File: config.mk
export PLATFORM = sky130hd
export DESIGN_NAME = format_specifier_recognizer_flat
export DESIGN_NICKNAME = d
export VERILOG_FILES = /design/src/fsr_pkg.sv /design/src/fsr_if.sv /design/src/format_specifier_recognizer.sv /design/src/fsr_front.sv /design/src/fsr_back.sv /design/src/flat_wrapper.sv
export SDC_FILE = /design/constraint.sdc
export NUM_CORES = 1
export LEC_CHECK = 0
export BUFFER_PORTS_ARGS = -buffer_cell sky130_fd_sc_hd__buf_4
export CAP_MARGIN = 10
export CORE_AREA = 2 2 209 211
export DETAILED_ROUTE_END_ITERATION = 8
export DIE_AREA = 0 0 211 213
export SLEW_MARGIN = 20
export SYNTH_ARGS = -nofsm -noshare
export SYNTH_HDL_FRONTEND = slang
export SYNTH_SLANG_ARGS = --single-unit
File: constraint.sdc
create_clock -name clk -period 4.5 [get_ports clk]
set_input_delay 0.675 -clock clk [delete_from_list [all_inputs] [get_ports clk]]
set_output_delay 0.675 -clock clk [all_outputs]
set_load 0.1 [all_outputs]
File: src/fsr_pkg.sv
// Package with the types, constants and trie table of the format specifier recognizer.
`default_nettype none
package fsr_pkg;

  typedef enum logic [2:0] {
    PH_PLUS   = 3'd0,
    PH_PREFIX = 3'd1,
    PH_PREC   = 3'd2,
    PH_DIGITS = 3'd3,
    PH_TRIE   = 3'd4,
    PH_DONE   = 3'd5
  } phase_t;

  localparam logic [7:0] CH_PLUS = 8'h2B;
  localparam logic [7:0] CH_XLO  = 8'h78;
  localparam logic [7:0] CH_XUP  = 8'h58;
  localparam logic [7:0] CH_STAR = 8'h2A;
  localparam logic [7:0] CH_ZERO = 8'h30;
  localparam logic [7:0] CH_NINE = 8'h39;
  localparam logic [7:0] CH_BANG = 8'h21;
  localparam logic [3:0] DECIMAL_BASE = 4'd10;

  localparam logic [2:0] UNIT_BYTE = 3'd1;
  localparam logic [2:0] UNIT_HALF = 3'd2;

  localparam logic [1:0] RADIX_DEC = 2'd0;
  localparam logic [1:0] RADIX_BIN = 2'd1;
  localparam logic [1:0] RADIX_OCT = 2'd2;
  localparam logic [1:0] RADIX_HEX = 2'd3;
  localparam logic [1:0] MODE_NONE = 2'd0;
  localparam logic [1:0] MODE_LOW  = 2'd1;
  localparam logic [1:0] MODE_UP   = 2'd2;

  typedef struct packed {
    logic [31:0] character;
    logic        char_present;
    logic        end_of_string;
  } in_word_t;

  typedef struct packed {
    logic [5:0]  type_code;
    logic [7:0]  spec_length;
    logic [15:0] precision_value;
    logic        precision_used;
    logic        precision_from_arg;
    logic        plus_shown;
    logic [1:0]  prefix_mode;
    logic [1:0]  radix_code;
    logic        digits_upper;
    logic [1:0]  exponent_mode;
    logic        bool_upper;
  } out_word_t;

  // Classified item handed from the front part to the back part.
  typedef struct packed {
    logic [31:0] ch;
    logic        present;
    logic        last;
  } cls_word_t;

  typedef struct packed {
    logic       hit;
    logic [6:0] next;
    logic [5:0] tcode;
    logic [2:0] len;
  } edge_t;

  function automatic edge_t mk(input logic [6:0] n, input logic [5:0] t,
                               input logic [2:0] l);
    edge_t e;
    e.hit = 1'b1;
    e.next = n;
    e.tcode = t;
    e.len = l;
    return e;
  endfunction

  function automatic edge_t trie_edge(input logic [6:0] s, input logic [7:0] c);
    edge_t e;
    e = '0;
    unique case (s)
      7'd0: begin
        unique case (c)
          "e": e = mk(1, 1, 1);   "E": e = mk(3, 1, 1);   "f": e = mk(5, 1, 1);
          "d": e = mk(9, 2, 1);   "l": e = mk(35, 3, 1);  "b": e = mk(9, 4, 1);
          "o": e = mk(9, 0, 0);   "h": e = mk(9, 0, 0);   "H": e = mk(9, 0, 0);
          "s": e = mk(39, 5, 1);  "i": e = mk(44, 6, 1);  "u": e = mk(48, 7, 1);
          "m": e = mk(0, 8, 1);   "p": e = mk(0, 9, 1);   "Z": e = mk(0, 10, 1);
          "D": e = mk(0, 11, 1);  "z": e = mk(41, 12, 1); "c": e = mk(60, 13, 1);
          "B": e = mk(0, 4, 1);   "v": e = mk(65, 0, 0);  CH_BANG: e = mk(0, 14, 1);
          default: e = '0;
        endcase
      end
      7'd1, 7'd3: begin
        unique case (c)
          "f": e = mk(0, 1, 2);
          "l": e = mk(s + 7'd1, 0, 0);
          "d": e = mk(0, 2, 2);
          default: e = '0;
        endcase
      end
      7'd2, 7'd4: if (c == "d") e = mk(0, 15, 3);
      7'd5: begin
        unique case (c)
          "8": e = mk(0, 16, 2); "1": e = mk(6, 0, 0);
          "3": e = mk(7, 0, 0);  "6": e = mk(8, 0, 0);
          default: e = '0;
        endcase
      end
      7'd6: if (c == "6") e = mk(0, 17, 3);
      7'd7: if (c == "2") e = mk(0, 18, 3);
      7'd8: if (c == "4") e = mk(0, 19, 3);
      7'd9: begin
        unique case (c)
          "s": e = mk(10, 5, 2); "u": e = mk(11, 7, 2); "i": e = mk(23, 6, 2);
          "l": e = mk(27, 3, 2); "f": e = mk(31, 0, 0); "m": e = mk(0, 8, 2);
          "p": e = mk(0, 9, 2);  "Z": e = mk(0, 10, 2); "D": e = mk(0, 11, 2);
          default: e = '0;
        endcase
      end
      7'd10: if (c == "c") e = mk(0, 20, 3);
      7'd11: begin
        unique case (c)
          "s": e = mk(0, 21, 3); "l": e = mk(12, 22, 3); "8": e = mk(0, 23, 3);
          "1": e = mk(16, 0, 0); "3": e = mk(17, 0, 0);  "6": e = mk(18, 0, 0);
          "f": e = mk(19, 0, 0); "m": e = mk(0, 24, 3);  "p": e = mk(0, 25, 3);
          "c": e = mk(0, 26, 3);
          default: e = '0;
        endcase
      end
      7'd12: begin
        unique case (c)
          "l": e = mk(0, 27, 4); "8": e = mk(0, 28, 4); "1": e = mk(13, 0, 0);
          "3": e = mk(14, 0, 0); "6": e = mk(15, 0, 0);
          default: e = '0;
        endcase
      end
      7'd13: if (c == "6") e = mk(0, 29, 5);
      7'd14: if (c == "2") e = mk(0, 30, 5);
      7'd15: if (c == "4") e = mk(0, 31, 5);
      7'd16: if (c == "6") e = mk(0, 32, 4);
      7'd17: if (c == "2") e = mk(0, 33, 4);
      7'd18: if (c == "4") e = mk(0, 34, 4);
      7'd19: begin
        unique case (c)
          "8": e = mk(0, 35, 4); "1": e = mk(20, 0, 0);
          "3": e = mk(21, 0, 0); "6": e = mk(22, 0, 0);
          default: e = '0;
        endcase
      end
      7'd20: if (c == "6") e = mk(0, 36, 5);
      7'd21: if (c == "2") e = mk(0, 37, 5);
      7'd22: if (c == "4") e = mk(0, 38, 5);
      7'd23: begin
        unique case (c)
          "8": e = mk(0, 39, 3); "1": e = mk(24, 0, 0);
          "3": e = mk(25, 0, 0); "6": e = mk(26, 0, 0);
          default: e = '0;
        endcase
      end
      7'd24: if (c == "6") e = mk(0, 40, 4);
      7'd25: if (c == "2") e = mk(0, 41, 4);
      7'd26: if (c == "4") e = mk(0, 42, 4);
      7'd27: begin
        unique case (c)
          "l": e = mk(0, 43, 3); "8": e = mk(0, 44, 3); "1": e = mk(28, 0, 0);
          "3": e = mk(29, 0, 0); "6": e = mk(30, 0, 0);
          default: e = '0;
        endcase
      end
      7'd28: if (c == "6") e = mk(0, 45, 4);
      7'd29: if (c == "2") e = mk(0, 46, 4);
      7'd30: if (c == "4") e = mk(0, 47, 4);
      7'd31: begin
        unique case (c)
          "8": e = mk(0, 16, 3); "1": e = mk(32, 0, 0);
          "3": e = mk(33, 0, 0); "6": e = mk(34, 0, 0);
          default: e = '0;
        endcase
      end
      7'd32: if (c == "6") e = mk(0, 17, 4);
      7'd33: if (c == "2") e = mk(0, 18, 4);
      7'd34: if (c == "4") e = mk(0, 19, 4);
      7'd35: begin
        unique case (c)
          "l": e = mk(0, 43, 2); "d": e = mk(0, 15, 2); "8": e = mk(0, 44, 2);
          "1": e = mk(36, 0, 0); "3": e = mk(37, 0, 0); "6": e = mk(38, 0, 0);
          default: e = '0;
        endcase
      end
      7'd36: if (c == "6") e = mk(0, 45, 3);
      7'd37: if (c == "2") e = mk(0, 46, 3);
      7'd38: if (c == "4") e = mk(0, 47, 3);
      7'd39: begin
        if (c == "c") e = mk(0, 20, 2);
        else if (c == "3") e = mk(40, 0, 0);
      end
      7'd40: if (c == "2") e = mk(0, 48, 3);
      7'd41: begin
        unique case (c)
          "8": e = mk(0, 49, 2); "1": e = mk(42, 0, 0); "3": e = mk(43, 0, 0);
          default: e = '0;
        endcase
      end
      7'd42: if (c == "6") e = mk(0, 50, 3);
      7'd43: if (c == "2") e = mk(0, 51, 3);
      7'd44: begin
        unique case (c)
          "8": e = mk(0, 39, 2); "1": e = mk(45, 0, 0);
          "3": e = mk(46, 0, 0); "6": e = mk(47, 0, 0);
          default: e = '0;
        endcase
      end
      7'd45: if (c == "6") e = mk(0, 40, 3);
      7'd46: if (c == "2") e = mk(0, 41, 3);
      7'd47: if (c == "4") e = mk(0, 42, 3);
      7'd48: begin
        unique case (c)
          "s": e = mk(0, 21, 2); "l": e = mk(49, 22, 2); "8": e = mk(0, 23, 2);
          "1": e = mk(53, 0, 0); "3": e = mk(54, 0, 0);  "6": e = mk(55, 0, 0);
          "f": e = mk(56, 0, 0); "m": e = mk(0, 24, 2);  "p": e = mk(0, 25, 2);
          "c": e = mk(0, 26, 2);
          default: e = '0;
        endcase
      end
      7'd49: begin
        unique case (c)
          "l": e = mk(0, 27, 3); "8": e = mk(0, 28, 3); "1": e = mk(50, 0, 0);
          "3": e = mk(51, 0, 0); "6": e = mk(52, 0, 0);
          default: e = '0;
        endcase
      end
      7'd50: if (c == "6") e = mk(0, 29, 4);
      7'd51: if (c == "2") e = mk(0, 30, 4);
      7'd52: if (c == "4") e = mk(0, 31, 4);
      7'd53: if (c == "6") e = mk(0, 32, 3);
      7'd54: if (c == "2") e = mk(0, 33, 3);
      7'd55: if (c == "4") e = mk(0, 34, 3);
      7'd56: begin
        unique case (c)
          "8": e = mk(0, 35, 3); "1": e = mk(57, 0, 0);
          "3": e = mk(58, 0, 0); "6": e = mk(59, 0, 0);
          default: e = '0;
        endcase
      end
      7'd57: if (c == "6") e = mk(0, 36, 4);
      7'd58: if (c == "2") e = mk(0, 37, 4);
      7'd59: if (c == "4") e = mk(0, 38, 4);
      7'd60: begin
        unique case (c)
          "8": e = mk(0, 52, 2); "1": e = mk(61, 0, 0);
          "3": e = mk(62, 0, 0); "v": e = mk(63, 0, 0);
          default: e = '0;
        endcase
      end
      7'd61: if (c == "6") e = mk(0, 53, 3);
      7'd62: if (c == "2") e = mk(0, 54, 3);
      7'd63: if (c == "3") e = mk(64, 0, 0);
      7'd64: if (c == "2") e = mk(0, 55, 4);
      7'd65: if (c == "3") e = mk(66, 0, 0);
      7'd66: if (c == "2") e = mk(0, 56, 3);
      default: e = '0;
    endcase
    return e;
  endfunction

endpackage
`default_nettype wire

File: src/fsr_if.sv
// Valid/ready channel interface carrying one word of a given type.
`default_nettype none
interface fsr_if #(parameter type word_t = logic) ();
  logic  valid;
  logic  ready;
  word_t data;
  modport source (output valid, output data, input ready);
  modport sink (input valid, input data, output ready);
endinterface
`default_nettype wire

File: src/format_specifier_recognizer.sv
// Top level of the format specifier recognizer.
// One character word is taken per cycle while the two-entry queue has room; the
// queue separates the input masking from the recognizer, whose grammar step is a
// trie lookup and a multiply by ten for the precision. The word that ends a
// specifier passes through the queue, and its report is then held in an output
// register while the characters of the next specifier keep flowing; only the word
// that ends the next specifier stalls until the report has been taken.
`default_nettype none
module format_specifier_recognizer #(
  parameter int PRECISION_BITS = 16
) (
  input  wire logic clk,
  input  wire logic rst_n,
  input  wire logic cfg_we,
  input  wire logic [2:0] cfg_wdata,
  fsr_if.sink   in_ch,
  fsr_if.source out_ch
);
  import fsr_pkg::*;

  logic [2:0] unit_r;
  cls_word_t  qw;
  logic       qv, qr;

  always_ff @(posedge clk) begin
    if (!rst_n) unit_r <= UNIT_BYTE;
    else if (cfg_we) unit_r <= cfg_wdata;
  end

  fsr_front u_front (
    .clk(clk), .rst_n(rst_n), .unit_size(unit_r),
    .in_word(in_ch.data), .in_valid(in_ch.valid), .in_ready(in_ch.ready),
    .q_word(qw), .q_valid(qv), .q_ready(qr)
  );

  fsr_back #(.PRECISION_BITS(PRECISION_BITS)) u_back (
    .clk(clk), .rst_n(rst_n), .q_word(qw), .q_valid(qv), .q_ready(qr),
    .out_word(out_ch.data), .out_valid(out_ch.valid), .out_ready(out_ch.ready)
  );
endmodule
`default_nettype wire

File: src/fsr_front.sv
// Front part: accepts characters, masks them to the code unit size, queues them.
`default_nettype none
module fsr_front (
  input  wire logic              clk,
  input  wire logic              rst_n,
  input  wire logic [2:0]        unit_size,
  input  wire fsr_pkg::in_word_t in_word,
  input  wire logic              in_valid,
  output logic                   in_ready,
  output fsr_pkg::cls_word_t     q_word,
  output logic                   q_valid,
  input  wire logic              q_ready
);
  import fsr_pkg::*;

  // Two-entry queue.
  cls_word_t  mem_r [2];
  logic       wp_r, rp_r;
  logic [1:0] cnt_r;
  cls_word_t  cw;
  logic       push, pop;

  always_comb begin
    cw.ch = in_word.character;
    if (unit_size == UNIT_BYTE) cw.ch = {24'd0, in_word.character[7:0]};
    else if (unit_size == UNIT_HALF) cw.ch = {16'd0, in_word.character[15:0]};
    cw.present = in_word.char_present;
    cw.last = in_word.end_of_string;
  end

  assign in_ready = (cnt_r != 2'd2);
  assign push = in_valid && in_ready;
  assign q_valid = (cnt_r != 2'd0);
  assign pop = q_valid && q_ready;
  assign q_word = mem_r[rp_r];

  always_ff @(posedge clk) begin
    if (push) mem_r[wp_r] <= cw;
  end

  always_ff @(posedge clk) begin
    if (!rst_n) begin
      wp_r <= 1'b0;
      rp_r <= 1'b0;
      cnt_r <= 2'd0;
    end else begin
      if (push) wp_r <= ~wp_r;
      if (pop) rp_r <= ~rp_r;
      cnt_r <= cnt_r + {1'b0, push} - {1'b0, pop};
    end
  end
endmodule
`default_nettype wire

File: src/fsr_back.sv
// Back part: runs the specifier grammar and the trie, and registers the report.
`default_nettype none
module fsr_back #(
  parameter int PRECISION_BITS = 16
) (
  input  wire logic               clk,
  input  wire logic               rst_n,
  input  wire fsr_pkg::cls_word_t q_word,
  input  wire logic               q_valid,
  output logic                    q_ready,
  output fsr_pkg::out_word_t      out_word,
  output logic                    out_valid,
  input  wire logic               out_ready
);
  import fsr_pkg::*;

  localparam int PB = PRECISION_BITS;
  localparam logic [PB-1:0] PMAX = {PB{1'b1}};

  phase_t        phase_r, phase_nxt;
  logic [6:0]    trie_r, trie_nxt;
  logic [PB-1:0] acc_r, acc_nxt;
  logic [7:0]    pfx_r, pfx_nxt;
  logic [5:0]    type_r, type_nxt;
  logic [2:0]    blen_r, blen_nxt;
  logic          plus_r, plus_nxt, hexup_r, hexup_nxt, boolup_r, boolup_nxt;
  logic          pused_r, pused_nxt, parg_r, parg_nxt;
  logic [1:0]    pmode_r, pmode_nxt, radix_r, radix_nxt, exp_r, exp_nxt;
  out_word_t     res_r, res;
  logic          res_v_r;
  logic          take;
  logic [31:0]   c;
  logic          digit, narrow;
  logic [7:0]    c8;
  logic [3:0]    dval;
  logic [PB+4:0] prod;
  edge_t         e;
  logic [8:0]    lsum;

  assign q_ready = !q_word.last || !res_v_r || out_ready;
  assign take = q_valid && q_ready;
  assign c = q_word.ch;
  assign narrow = (c[31:8] == 24'd0);
  assign c8 = c[7:0];
  assign digit = narrow && c8 >= CH_ZERO && c8 <= CH_NINE;
  assign dval = c8[3:0];
  assign prod = {5'd0, acc_r} * {{(PB+1){1'b0}}, DECIMAL_BASE} + {{(PB+1){1'b0}}, dval};
  assign e = narrow ? trie_edge(trie_r, c8) : edge_t'('0);

  always_comb begin
    phase_nxt = phase_r; trie_nxt = trie_r; acc_nxt = acc_r; pfx_nxt = pfx_r;
    type_nxt = type_r; blen_nxt = blen_r; plus_nxt = plus_r; hexup_nxt = hexup_r;
    boolup_nxt = boolup_r; pused_nxt = pused_r; parg_nxt = parg_r;
    pmode_nxt = pmode_r; radix_nxt = radix_r; exp_nxt = exp_r;
    if (q_word.present) begin
      priority if ((phase_r == PH_PLUS) && narrow && c8 == CH_PLUS) begin
        phase_nxt = PH_PREFIX; plus_nxt = 1'b1;
        if (pfx_r != 8'hFF) pfx_nxt = pfx_r + 8'd1;
      end else if ((phase_r == PH_PLUS || phase_r == PH_PREFIX) && narrow &&
                   (c8 == CH_XLO || c8 == CH_XUP)) begin
        phase_nxt = PH_PREC; pmode_nxt = (c8 == CH_XUP) ? MODE_UP : MODE_LOW;
        if (pfx_r != 8'hFF) pfx_nxt = pfx_r + 8'd1;
      end else if ((phase_r == PH_PLUS || phase_r == PH_PREFIX || phase_r == PH_PREC)
                   && narrow && c8 == CH_STAR) begin
        phase_nxt = PH_TRIE; pused_nxt = 1'b1; parg_nxt = 1'b1;
        if (pfx_r != 8'hFF) pfx_nxt = pfx_r + 8'd1;
      end else if (phase_r != PH_TRIE && phase_r != PH_DONE && digit) begin
        phase_nxt = PH_DIGITS; pused_nxt = 1'b1;
        acc_nxt = (prod > {5'd0, PMAX}) ? PMAX : prod[PB-1:0];
        if (pfx_r != 8'hFF) pfx_nxt = pfx_r + 8'd1;
      end else if (phase_r != PH_DONE) begin
        if (!e.hit) phase_nxt = PH_DONE;
        else begin
          if (trie_r == 7'd0) begin
            unique case (c8)
              "e": exp_nxt = exp_r | MODE_LOW;
              "E": exp_nxt = exp_r | MODE_UP;
              "b": radix_nxt = RADIX_BIN;
              "o": radix_nxt = RADIX_OCT;
              "h": radix_nxt = RADIX_HEX;
              "H": begin radix_nxt = RADIX_HEX; hexup_nxt = 1'b1; end
              "B": boolup_nxt = 1'b1;
              default: begin end
            endcase
          end
          if (e.tcode != 6'd0) type_nxt = e.tcode;
          if (e.len != 3'd0) blen_nxt = e.len;
          if (e.next == 7'd0) phase_nxt = PH_DONE;
          else begin
            trie_nxt = e.next; phase_nxt = PH_TRIE;
          end
        end
      end else begin
        phase_nxt = PH_DONE;
      end
    end
  end

  always_comb begin
    lsum = {6'd0, blen_nxt} + {1'b0, pfx_nxt};
    res.type_code = type_nxt;
    res.spec_length = (type_nxt == 6'd0) ? 8'd0 : (lsum[8] ? 8'hFF : lsum[7:0]);
    res.precision_value = 16'(acc_nxt);
    res.precision_used = pused_nxt;
    res.precision_from_arg = parg_nxt;
    res.plus_shown = plus_nxt;
    res.prefix_mode = pmode_nxt;
    res.radix_code = radix_nxt;
    res.digits_upper = hexup_nxt;
    res.exponent_mode = exp_nxt;
    res.bool_upper = boolup_nxt;
  end

  always_ff @(posedge clk) begin
    if (take && q_word.last) res_r <= res;
  end

  always_ff @(posedge clk) begin
    if (!rst_n || (take && q_word.last)) begin
      phase_r <= PH_PLUS; trie_r <= '0; acc_r <= '0; pfx_r <= '0; type_r <= '0;
      blen_r <= '0; plus_r <= 1'b0; hexup_r <= 1'b0; boolup_r <= 1'b0;
      pused_r <= 1'b0; parg_r <= 1'b0; pmode_r <= MODE_NONE; radix_r <= RADIX_DEC;
      exp_r <= MODE_NONE;
    end else if (take) begin
      phase_r <= phase_nxt; trie_r <= trie_nxt; acc_r <= acc_nxt; pfx_r <= pfx_nxt;
      type_r <= type_nxt; blen_r <= blen_nxt; plus_r <= plus_nxt;
      hexup_r <= hexup_nxt; boolup_r <= boolup_nxt; pused_r <= pused_nxt;
      parg_r <= parg_nxt; pmode_r <= pmode_nxt; radix_r <= radix_nxt; exp_r <= exp_nxt;
    end
  end

  always_ff @(posedge clk) begin
    if (!rst_n) res_v_r <= 1'b0;
    else if (take && q_word.last) res_v_r <= 1'b1;
    else if (out_ready) res_v_r <= 1'b0;
  end

  assign out_valid = res_v_r;
  assign out_word = res_r;
endmodule
`default_nettype wire

File: src/flat_wrapper.sv
// flat-port wrapper written by rule: the top's interface ports become plain ports
module format_specifier_recognizer_flat import fsr_pkg::*;
#(
  parameter int PRECISION_BITS = 16
)
  (clk, rst_n, cfg_we, cfg_wdata, in_ch_valid, in_ch_data, in_ch_ready, out_ch_valid, out_ch_data, out_ch_ready);
  fsr_if #(.word_t(in_word_t)) in_ch_i ();
  fsr_if #(.word_t(out_word_t)) out_ch_i ();
  input  wire logic clk;
  input  wire logic rst_n;
  input  wire logic cfg_we;
  input  wire logic [2:0] cfg_wdata;
  input wire logic [$bits(in_ch_i.valid)-1:0] in_ch_valid;
  input wire logic [$bits(in_ch_i.data)-1:0] in_ch_data;
  output wire logic [$bits(in_ch_i.ready)-1:0] in_ch_ready;
  output wire logic [$bits(out_ch_i.valid)-1:0] out_ch_valid;
  output wire logic [$bits(out_ch_i.data)-1:0] out_ch_data;
  input wire logic [$bits(out_ch_i.ready)-1:0] out_ch_ready;
  assign in_ch_i.valid = in_ch_valid;
  assign in_ch_i.data = in_ch_data;
  assign in_ch_ready = in_ch_i.ready;
  assign out_ch_valid = out_ch_i.valid;
  assign out_ch_data = out_ch_i.data;
  assign out_ch_i.ready = out_ch_ready;
  format_specifier_recognizer #(.PRECISION_BITS(PRECISION_BITS)) u_core (.clk(clk), .rst_n(rst_n), .cfg_we(cfg_we), .cfg_wdata(cfg_wdata), .in_ch(in_ch_i), .out_ch(out_ch_i));
endmodule
==> results of run 1 <==
## through the flow
| stage | worst slack [ns] | cell area, µm² | hold WS, ns |
|---|---|---|---|
| after floorplan | 0.0434 | 12200 | 0.420 |
| after global placement | -0.357 | 16100 | 0.430 |
| after detailed placement | -0.257 | 16100 | 0.441 |
| after CTS | 0.00329 | 17000 | 0.381 |
| after global routing | -0.124 | 17500 | 0.384 |
| final | 0.0744 | 17500 | 0.406 |
## sequential cells by signal, summed over array words and instances (netlist names), 2 cells and up, named ones only
signal                  cells
u_core.u_back.acc_r        16
u_core.u_back.blen_r        3
u_core.u_back.exp_r         2
u_core.u_back.out_word     41
u_core.u_back.pfx_r         8
u_core.u_back.phase_r       3
u_core.u_back.pmode_r       2
u_core.u_back.radix_r       2
u_core.u_back.trie_r        7
u_core.u_back.type_r        6
u_core.u_front.cnt_r        2
u_core.u_front.mem_r       68
u_core.unit_r               3
## synthesized netlist by cell type, drive strengths merged (26+ instances only)
| cell | instances |
|---|---|
| nor2 | 125 |
| edfxtp | 109 |
| nand2 | 104 |
| a21oi | 93 |
| nor3 | 72 |
| o21ai | 67 |
| dfxtp | 63 |
| nand3 | 62 |
| nor2b | 46 |
| nor4 | 42 |
| ha | 41 |
| buf | 38 |
| clkbuf | 33 |
| o22ai | 29 |
| nand2b | 28 |
| xnor2 | 26 |
## cells in the final DEF, fill, tap and decap left out, types with 28 or more instances in the layout
cell	instances
nor4_1	28
nand2_1	102
ha_1	37
dfxtp_1	59
nor3_1	62
edfxtp_1	109
buf_4	463
nor2_1	113
a21oi_1	89
o21ai_0	63
nand3_1	56
nor2b_1	43
## cell type report
| type | instances | area share |
|---|---|---|
| clock buffers | 17 | 0.0243 |
| multi-input cells | 1092 | 0.449 |
| inverters | 22 | 0.00472 |
| flip-flops and latches | 172 | 0.260 |
| clock inverters | 15 | 0.0118 |
| well taps | 546 | 0.0390 |
| repair buffers | 478 | 0.212 |
## logic make-up after synthesis
| logic type | count (synthesis) |
|---|---|
| buf+inv | 93 |
| xor+xnor | 36 |
| simple gates | 634 |
| fa+ha+maj | 44 |
| compound gates | 349 |
| mux | 29 |
| flops | 172 |
## layer usage
layer | track usage | vias up | wire length, µm
met4 | 0.0799 | 2 | 1630
li1 | - | 6066 | -
met1 | 0.287 | 6139 | 21600
met2 | 0.359 | 417 | 23100
met5 | 0 | - | 13
met3 | 0.0422 | 95 | 2830
## power by group through the flow
| stage | Sequential, W | Combinational [W] | Clock [W] |
|---|---|---|---|
| floorplan | 0.00269 | 0.000854 | 0 |
| global placement | 0.00207 | 0.00232 | 0 |
| detailed placement | 0.00207 | 0.00233 | 0 |
| CTS | 0.00204 | 0.00237 | 0.00155 |
| global route | 0.00207 | 0.00262 | 0.00160 |
| finish | 0.00204 | 0.00247 | 0.00151 |
## what timing repair did
action                                  CTS  global route
gates resized for setup                  36            89
gates cloned                              0             0
endpoints found under the setup margin    8            38
pin swaps                                 8            33
buffers inserted                          3            12
## worst paths after layout
check / to / slack [ns] / depth (start not counted)
hold reg to reg: u_core.u_back.boolup_r$_SDFFE_PP0P_ / 0.46 / 2
setup reg to reg: u_core.u_back.out_word[31]$_SDFFCE_PN0P_ / 0.07 / 25
hold / removal: u_core.u_front.mem_r[0][3]$_DFFE_PP_ / 0.41 / 1
setup / recovery: u_core.u_back.out_word[31]$_SDFFCE_PN0P_ / 0.07 / 25
==> results.tsv, run 1 <==
stage	metric	value	unit
final_layout	fillers	4219	
synth	synthArstFlopShare	0	
worst_setup_path	cpLargestDelayFamily	simple AND/OR/NAND/NOR gates	
timing	tightest_slew	1.13	ns
worst_setup_path	end_kind	flop	
worst_setup_path	crit_type	reg -> reg	
clocking	clk_pin_slew_worst_paths	0.09	ns
die	initial_core_util	0.286	
global_route	grt_pass1_vias	12500	
detailed_routing	first_pass_iters	7	
power_and_ir_drop	p_leak	7.10	nW
timing	setup_violations	0	
die	pin_count	85	
die	num_rows	76	
clocking	cts_sinks	172	
synth	ys_types	107	
worst_setup_path	cpMostUsedCell	buf_4	
clocking	cts_buffers	17	
clocking	cts_tree	done	
synth	ys_ff_latch	172	
final_layout	nets	1869	
power_and_ir_drop	vdd_drop_max	0.000306	V
final_layout	final_cells	2342	
clocking	clock_path_buffers	2	
worst_setup_path	start_kind	flop	
final_layout	drive_gt1_frac	0.377	
die	fp.dieArea	0.0449	mm²
worst_setup_path	crit_fanout	10	
synth	synth.area.top_cells	edfxtp_1 27%, dfxtp_1 10%, ha_1 4.2%, a21oi_1 3.8%, nor2_1 3.7%	
power_and_ir_drop	pwr-share-clk	0.251	
synth	syn-instance-count	1357	
final_layout	fin_util	0.410	
synth	yosysSeqAreaShare	0.372	
die	core_area	0.0427	mm²
synth	synthXorXnorAreaFrac	0.0258	
synth	synth_edf_count	109	
placement	io_buffers	84	
timing	hold_viol	0	
global_route	overflow	0	
status	status	completed	
clocking	clockRootBuffer	clkbuf_16	
detailed_routing	vias	12700	
worst_setup_path	critPathBufInv	6	
power_and_ir_drop	internal-power	0.00352	W
final_layout	syn_to_final_growth	43.5	%
placement	hpwl	39700	µm
detailed_routing	antenna_left	0	
final_layout	diodes	0	
global_route	grt_pass1_wl	74700	µm
power_and_ir_drop	total_power	0.00603	W
detailed_routing	drc	0	
synth	synthFlopType	edfxtp_1	
job	maxCapViolCount	0	
global_route	antenna_found_initial	1	
die	die_h	213	µm
timing	setup_tns	0	ns
final_layout	multi_input_area	0.00785	mm²
synth	synth_mux_area_frac	0.0248	
timing	report.final.slew_viol_count	0	
detailed_routing	first_iter_violations	989	
final_layout	seqCellArea	0.00454	mm²
synth	synth-simple-area-share	0.295	
detailed_routing	via_per_inst	5.43	
synth	synth_compound_area_frac	0.201	
timing	max_freq	0.226	GHz
timing	period_minus_slack	4.43	ns
power_and_ir_drop	p_sw	0.00251	W
clocking	cts_hold_buffers	0	
synth	synth_fp_nets	1443	
worst_setup_path	cp.required	4.72	ns
clocking	htree_levels	4	
worst_setup_path	worstPathArrival	4.64	ns
timing	slew-limit-headroom	0.224	
power_and_ir_drop	power_density	345	mW/mm²
placement	gp_congestion	0.996	
synth	syn_area	0.0122	mm²
timing	period_share	0.983	
synth	synth_top_family_by_area	simple AND/OR/NAND/NOR gates	
global_route	track_usage	0.219	
power_and_ir_drop	p_comb_frac	0.410	
worst_hold_path	min_from	in_ch_data[3]	
timing	rsz0062_at_grt	yes	
power_and_ir_drop	sw_frac_of_total	0.417	
detailed_routing	wire_per_inst	21.0	µm
synth	postSynthAreaPerCell	8.99	µm²
placement	placedCellCount	2295	
worst_setup_path	crit_slowest_cell	fa_2	
power_and_ir_drop	seq_power_share	0.339	
clocking	clkLatencyLatePin	0.46	ns
synth	yosysWarnings	0	
timing	skew	0.0205	ns
global_route	grt_max_degree	42	
die	dieWidth	211	µm
worst_hold_path	hp-class	in -> reg	
detailed_routing	drt_wl_total	49200	µm
synth	synth_fa_ha_area_frac	0.0470	
worst_setup_path	cp_slowest_stage_delay	0.42	ns
synth	synth.largest_area_cell	edfxtp_1	
synth	netlist.area_leader.share	0.268	
Note: power is estimated with default switching activity, not from simulation.
==> run 2: changes to the inputs <==
Settings changed: ABC_AREA from default to 1, CORE_AREA 2 2 209 211 to 2 2 210 212, DIE_AREA 0 0 211 213 to 0 0 212 214, SETUP_SLACK_MARGIN from default to 0.3.
==> results.tsv, run 2 <==
stage	metric	value	unit
status	status	completed	
final_layout	diodes	0	
synth	ys_ff_latch	172	
synth	synth_fp_nets	1839	
die	pin_count	85	
clocking	cts_sinks	172	
final_layout	fillers	4562	
synth	yosysWarnings	0	
timing	slew-limit-headroom	0.325	
die	core_area	0.0429	mm²
power_and_ir_drop	vdd_drop_max	0.000350	V
worst_setup_path	end_kind	flop	
detailed_routing	antenna_left	0	
global_route	grt_pass1_wl	61700	µm
global_route	grt_pass1_vias	11700	
worst_hold_path	hp-class	in -> reg	
synth	synth_edf_count	109	
timing	setup_violations	0	
detailed_routing	via_per_inst	4.84	
detailed_routing	drc	0	
detailed_routing	first_pass_iters	6	
clocking	cts_tree	done	
synth	syn-instance-count	1753	
placement	io_buffers	84	
synth	synthFlopType	edfxtp_1	
die	initial_core_util	0.288	
worst_setup_path	start_kind	flop	
synth	netlist.area_leader.share	0.265	
clocking	clk_pin_slew_worst_paths	0.07	ns
final_layout	seqCellArea	0.00454	mm²
timing	hold_viol	0	
synth	yosysSeqAreaShare	0.367	
final_layout	final_common_cell	nand2_1	
synth	syn_area	0.0124	mm²
clocking	htree_levels	4	
worst_setup_path	cpMostUsedCell	nand2_1	
die	num_rows	76	
die	dieWidth	212	µm
worst_setup_path	critPathBufInv	7	
final_layout	nets	1968	
placement	gp_congestion	0.975	
worst_setup_path	cpLargestDelayFamily	simple AND/OR/NAND/NOR gates	
final_layout	fin_util	0.351	
global_route	overflow	0	
detailed_routing	drt_wl_total	38800	µm
timing	max_freq	0.255	GHz
worst_setup_path	ff2ff_setup_slack	0.58	ns
synth	ys_types	52	
clocking	cts_hold_buffers	0	
synth	postSynthAreaPerCell	7.05	µm²
die	die_h	214	µm
synth	synth_most_common_cell	nand2_1	
final_layout	largest_reg_flops	68	
worst_setup_path	crit_type	reg -> reg	
detailed_routing	wire_per_inst	15.6	µm
timing	skew	0.0188	ns
worst_setup_path	crit_fanout	9	
global_route	antenna_found_initial	0	
final_layout	multi_input_area	0.00710	mm²
final_layout	drive_gt1_frac	0.219	
final_layout	final_cell_mix	372 x nand2_1, 229 x nor2_1, 221 x inv_1	
timing	period_minus_slack	3.92	ns
clocking	cts_buffers	17	
worst_setup_path	worstPathArrival	4.12	ns
power_and_ir_drop	power_density	535	mW/mm²
timing	setup_tns	0	ns
worst_setup_path	cp.required	4.70	ns
synth	synth_common_cells	411 x nand2_1, 275 x nor2_1, 227 x inv_1	
timing	report.final.slew_viol_count	0	
detailed_routing	vias	12000	
power_and_ir_drop	p_leak	7.61	nW
final_layout	syn_to_final_growth	21.9	%
synth	synth.area.top_cells	edfxtp_1 26%, nand2_1 12%, dfxtp_1 10%, nor2_1 8.4%, inv_1 6.9%	
synth	synthArstFlopShare	0	
worst_setup_path	crit_slowest_cell	dfxtp_1	
detailed_routing	first_iter_violations	906	
global_route	track_usage	0.171	
clocking	clock_path_buffers	2	
die	fp.dieArea	0.0454	mm²
placement	hpwl	30600	µm
final_layout	top_register	u_core.u_front.mem_r	
clocking	clockRootBuffer	clkbuf_16	
job	maxCapViolCount	0	
synth	synth.largest_area_cell	edfxtp_1	
global_route	grt_max_degree	70	
timing	tightest_slew	1.01	ns
worst_setup_path	cp_slowest_stage_delay	0.45	ns
clocking	clkLatencyLatePin	0.44	ns
timing	rsz0062_at_grt	no	
timing	period_share	0.871	
## run 2: cell types whose count changed in the layout (fill, tap and decap cells not counted), moves of 29 or more
cell	change
inv_1	+201
nand3_1	+56
o21ai_0	+29
nor2_2	+46
nor2b_1	-43
buf_4	-330
nand2_2	+66
nand2_1	+270
nor2_1	+116
nor3_1	-34
## run 2: worst register-to-register path: cells and delay by family, from the launching register on
kind / cells / cell delay (ns)
and+or+nand+nor: 22 / 2.06
buffers and inverters: 7 / 0.61
DFF: 1 / 0.45
adders and majority gates: 2 / 0.45
AOI/OAI and AO/OA: 1 / 0.10
## run 2: cell type report
type	instances	share of cell area
timing repair buffer	142	0.0775
inverter	242	0.0609
clock inverter	13	0.00981
tap	585	0.0486
sequential	172	0.301
multi-input combinational	1307	0.472
clock buffer	19	0.0302
## run 2: metrics by stage
step                      total power [W]  setup slack (ns)  area, µm²  std cells  hold WS [ns]
after floorplan                   0.00556             0.893      12400       1753         0.425
after global placement            0.00642             0.246      13800       2422         0.437
after detailed placement          0.00647             0.230      13800       2422         0.450
after CTS                         0.00803             0.340      14500       2462         0.401
after global routing              0.00866             0.287      15100       2480         0.397
final                             0.00806             0.580      15100       2480         0.421
## run 2: repair_timing
action / in CTS / in global routing
pin swaps: 4 / 21
gates cloned: 0 / 2
buffers inserted: 8 / 16
setup endpoints to repair: 7 / 8
gates resized for setup: 5 / 122
## run 2: logic make-up after synthesis
family / after synthesis / synth area share
buffers and inverters: 275 / 0.0888
xor gates and xnor gates: 22 / 0.0156
AOI/OAI and AO/OA: 225 / 0.100
and+or+nand+nor: 1015 / 0.382
DFF: 172 / 0.367
adders and majority gates: 44 / 0.0464
## run 2: worst paths after layout
path,startpoint,end,depth (start not counted)
worst max-delay path,u_core.u_back.trie_r[2]$_SDFFE_PP0P_,u_core.u_back.out_word[33]$_SDFFCE_PN0P_,32
worst min-delay path,in_ch_data[7],u_core.u_front.mem_r[1][7]$_DFFE_PP_,1
worst min register to register,u_core.u_front.rp_r$_SDFFE_PN0P_,u_core.u_front.rp_r$_SDFFE_PN0P_,1
worst max register to register,u_core.u_back.trie_r[2]$_SDFFE_PP0P_,u_core.u_back.out_word[33]$_SDFFCE_PN0P_,32
## run 2: metal layers
layer	part of all wire	wire, µm	GRT usage
met5	0	0	0
met4	0.037	1430	0.0690
met3	0.057	2210	0.0261
met2	0.47	18200	0.287
met1	0.44	17000	0.219
## run 2: power by group
group          internal, W  leakage [nW]  switching [W]
sequential         0.00219          1.55       0.000239
combinational      0.00114          5.77        0.00300
clock             0.000820         0.290       0.000671
total              0.00415          7.61        0.00391
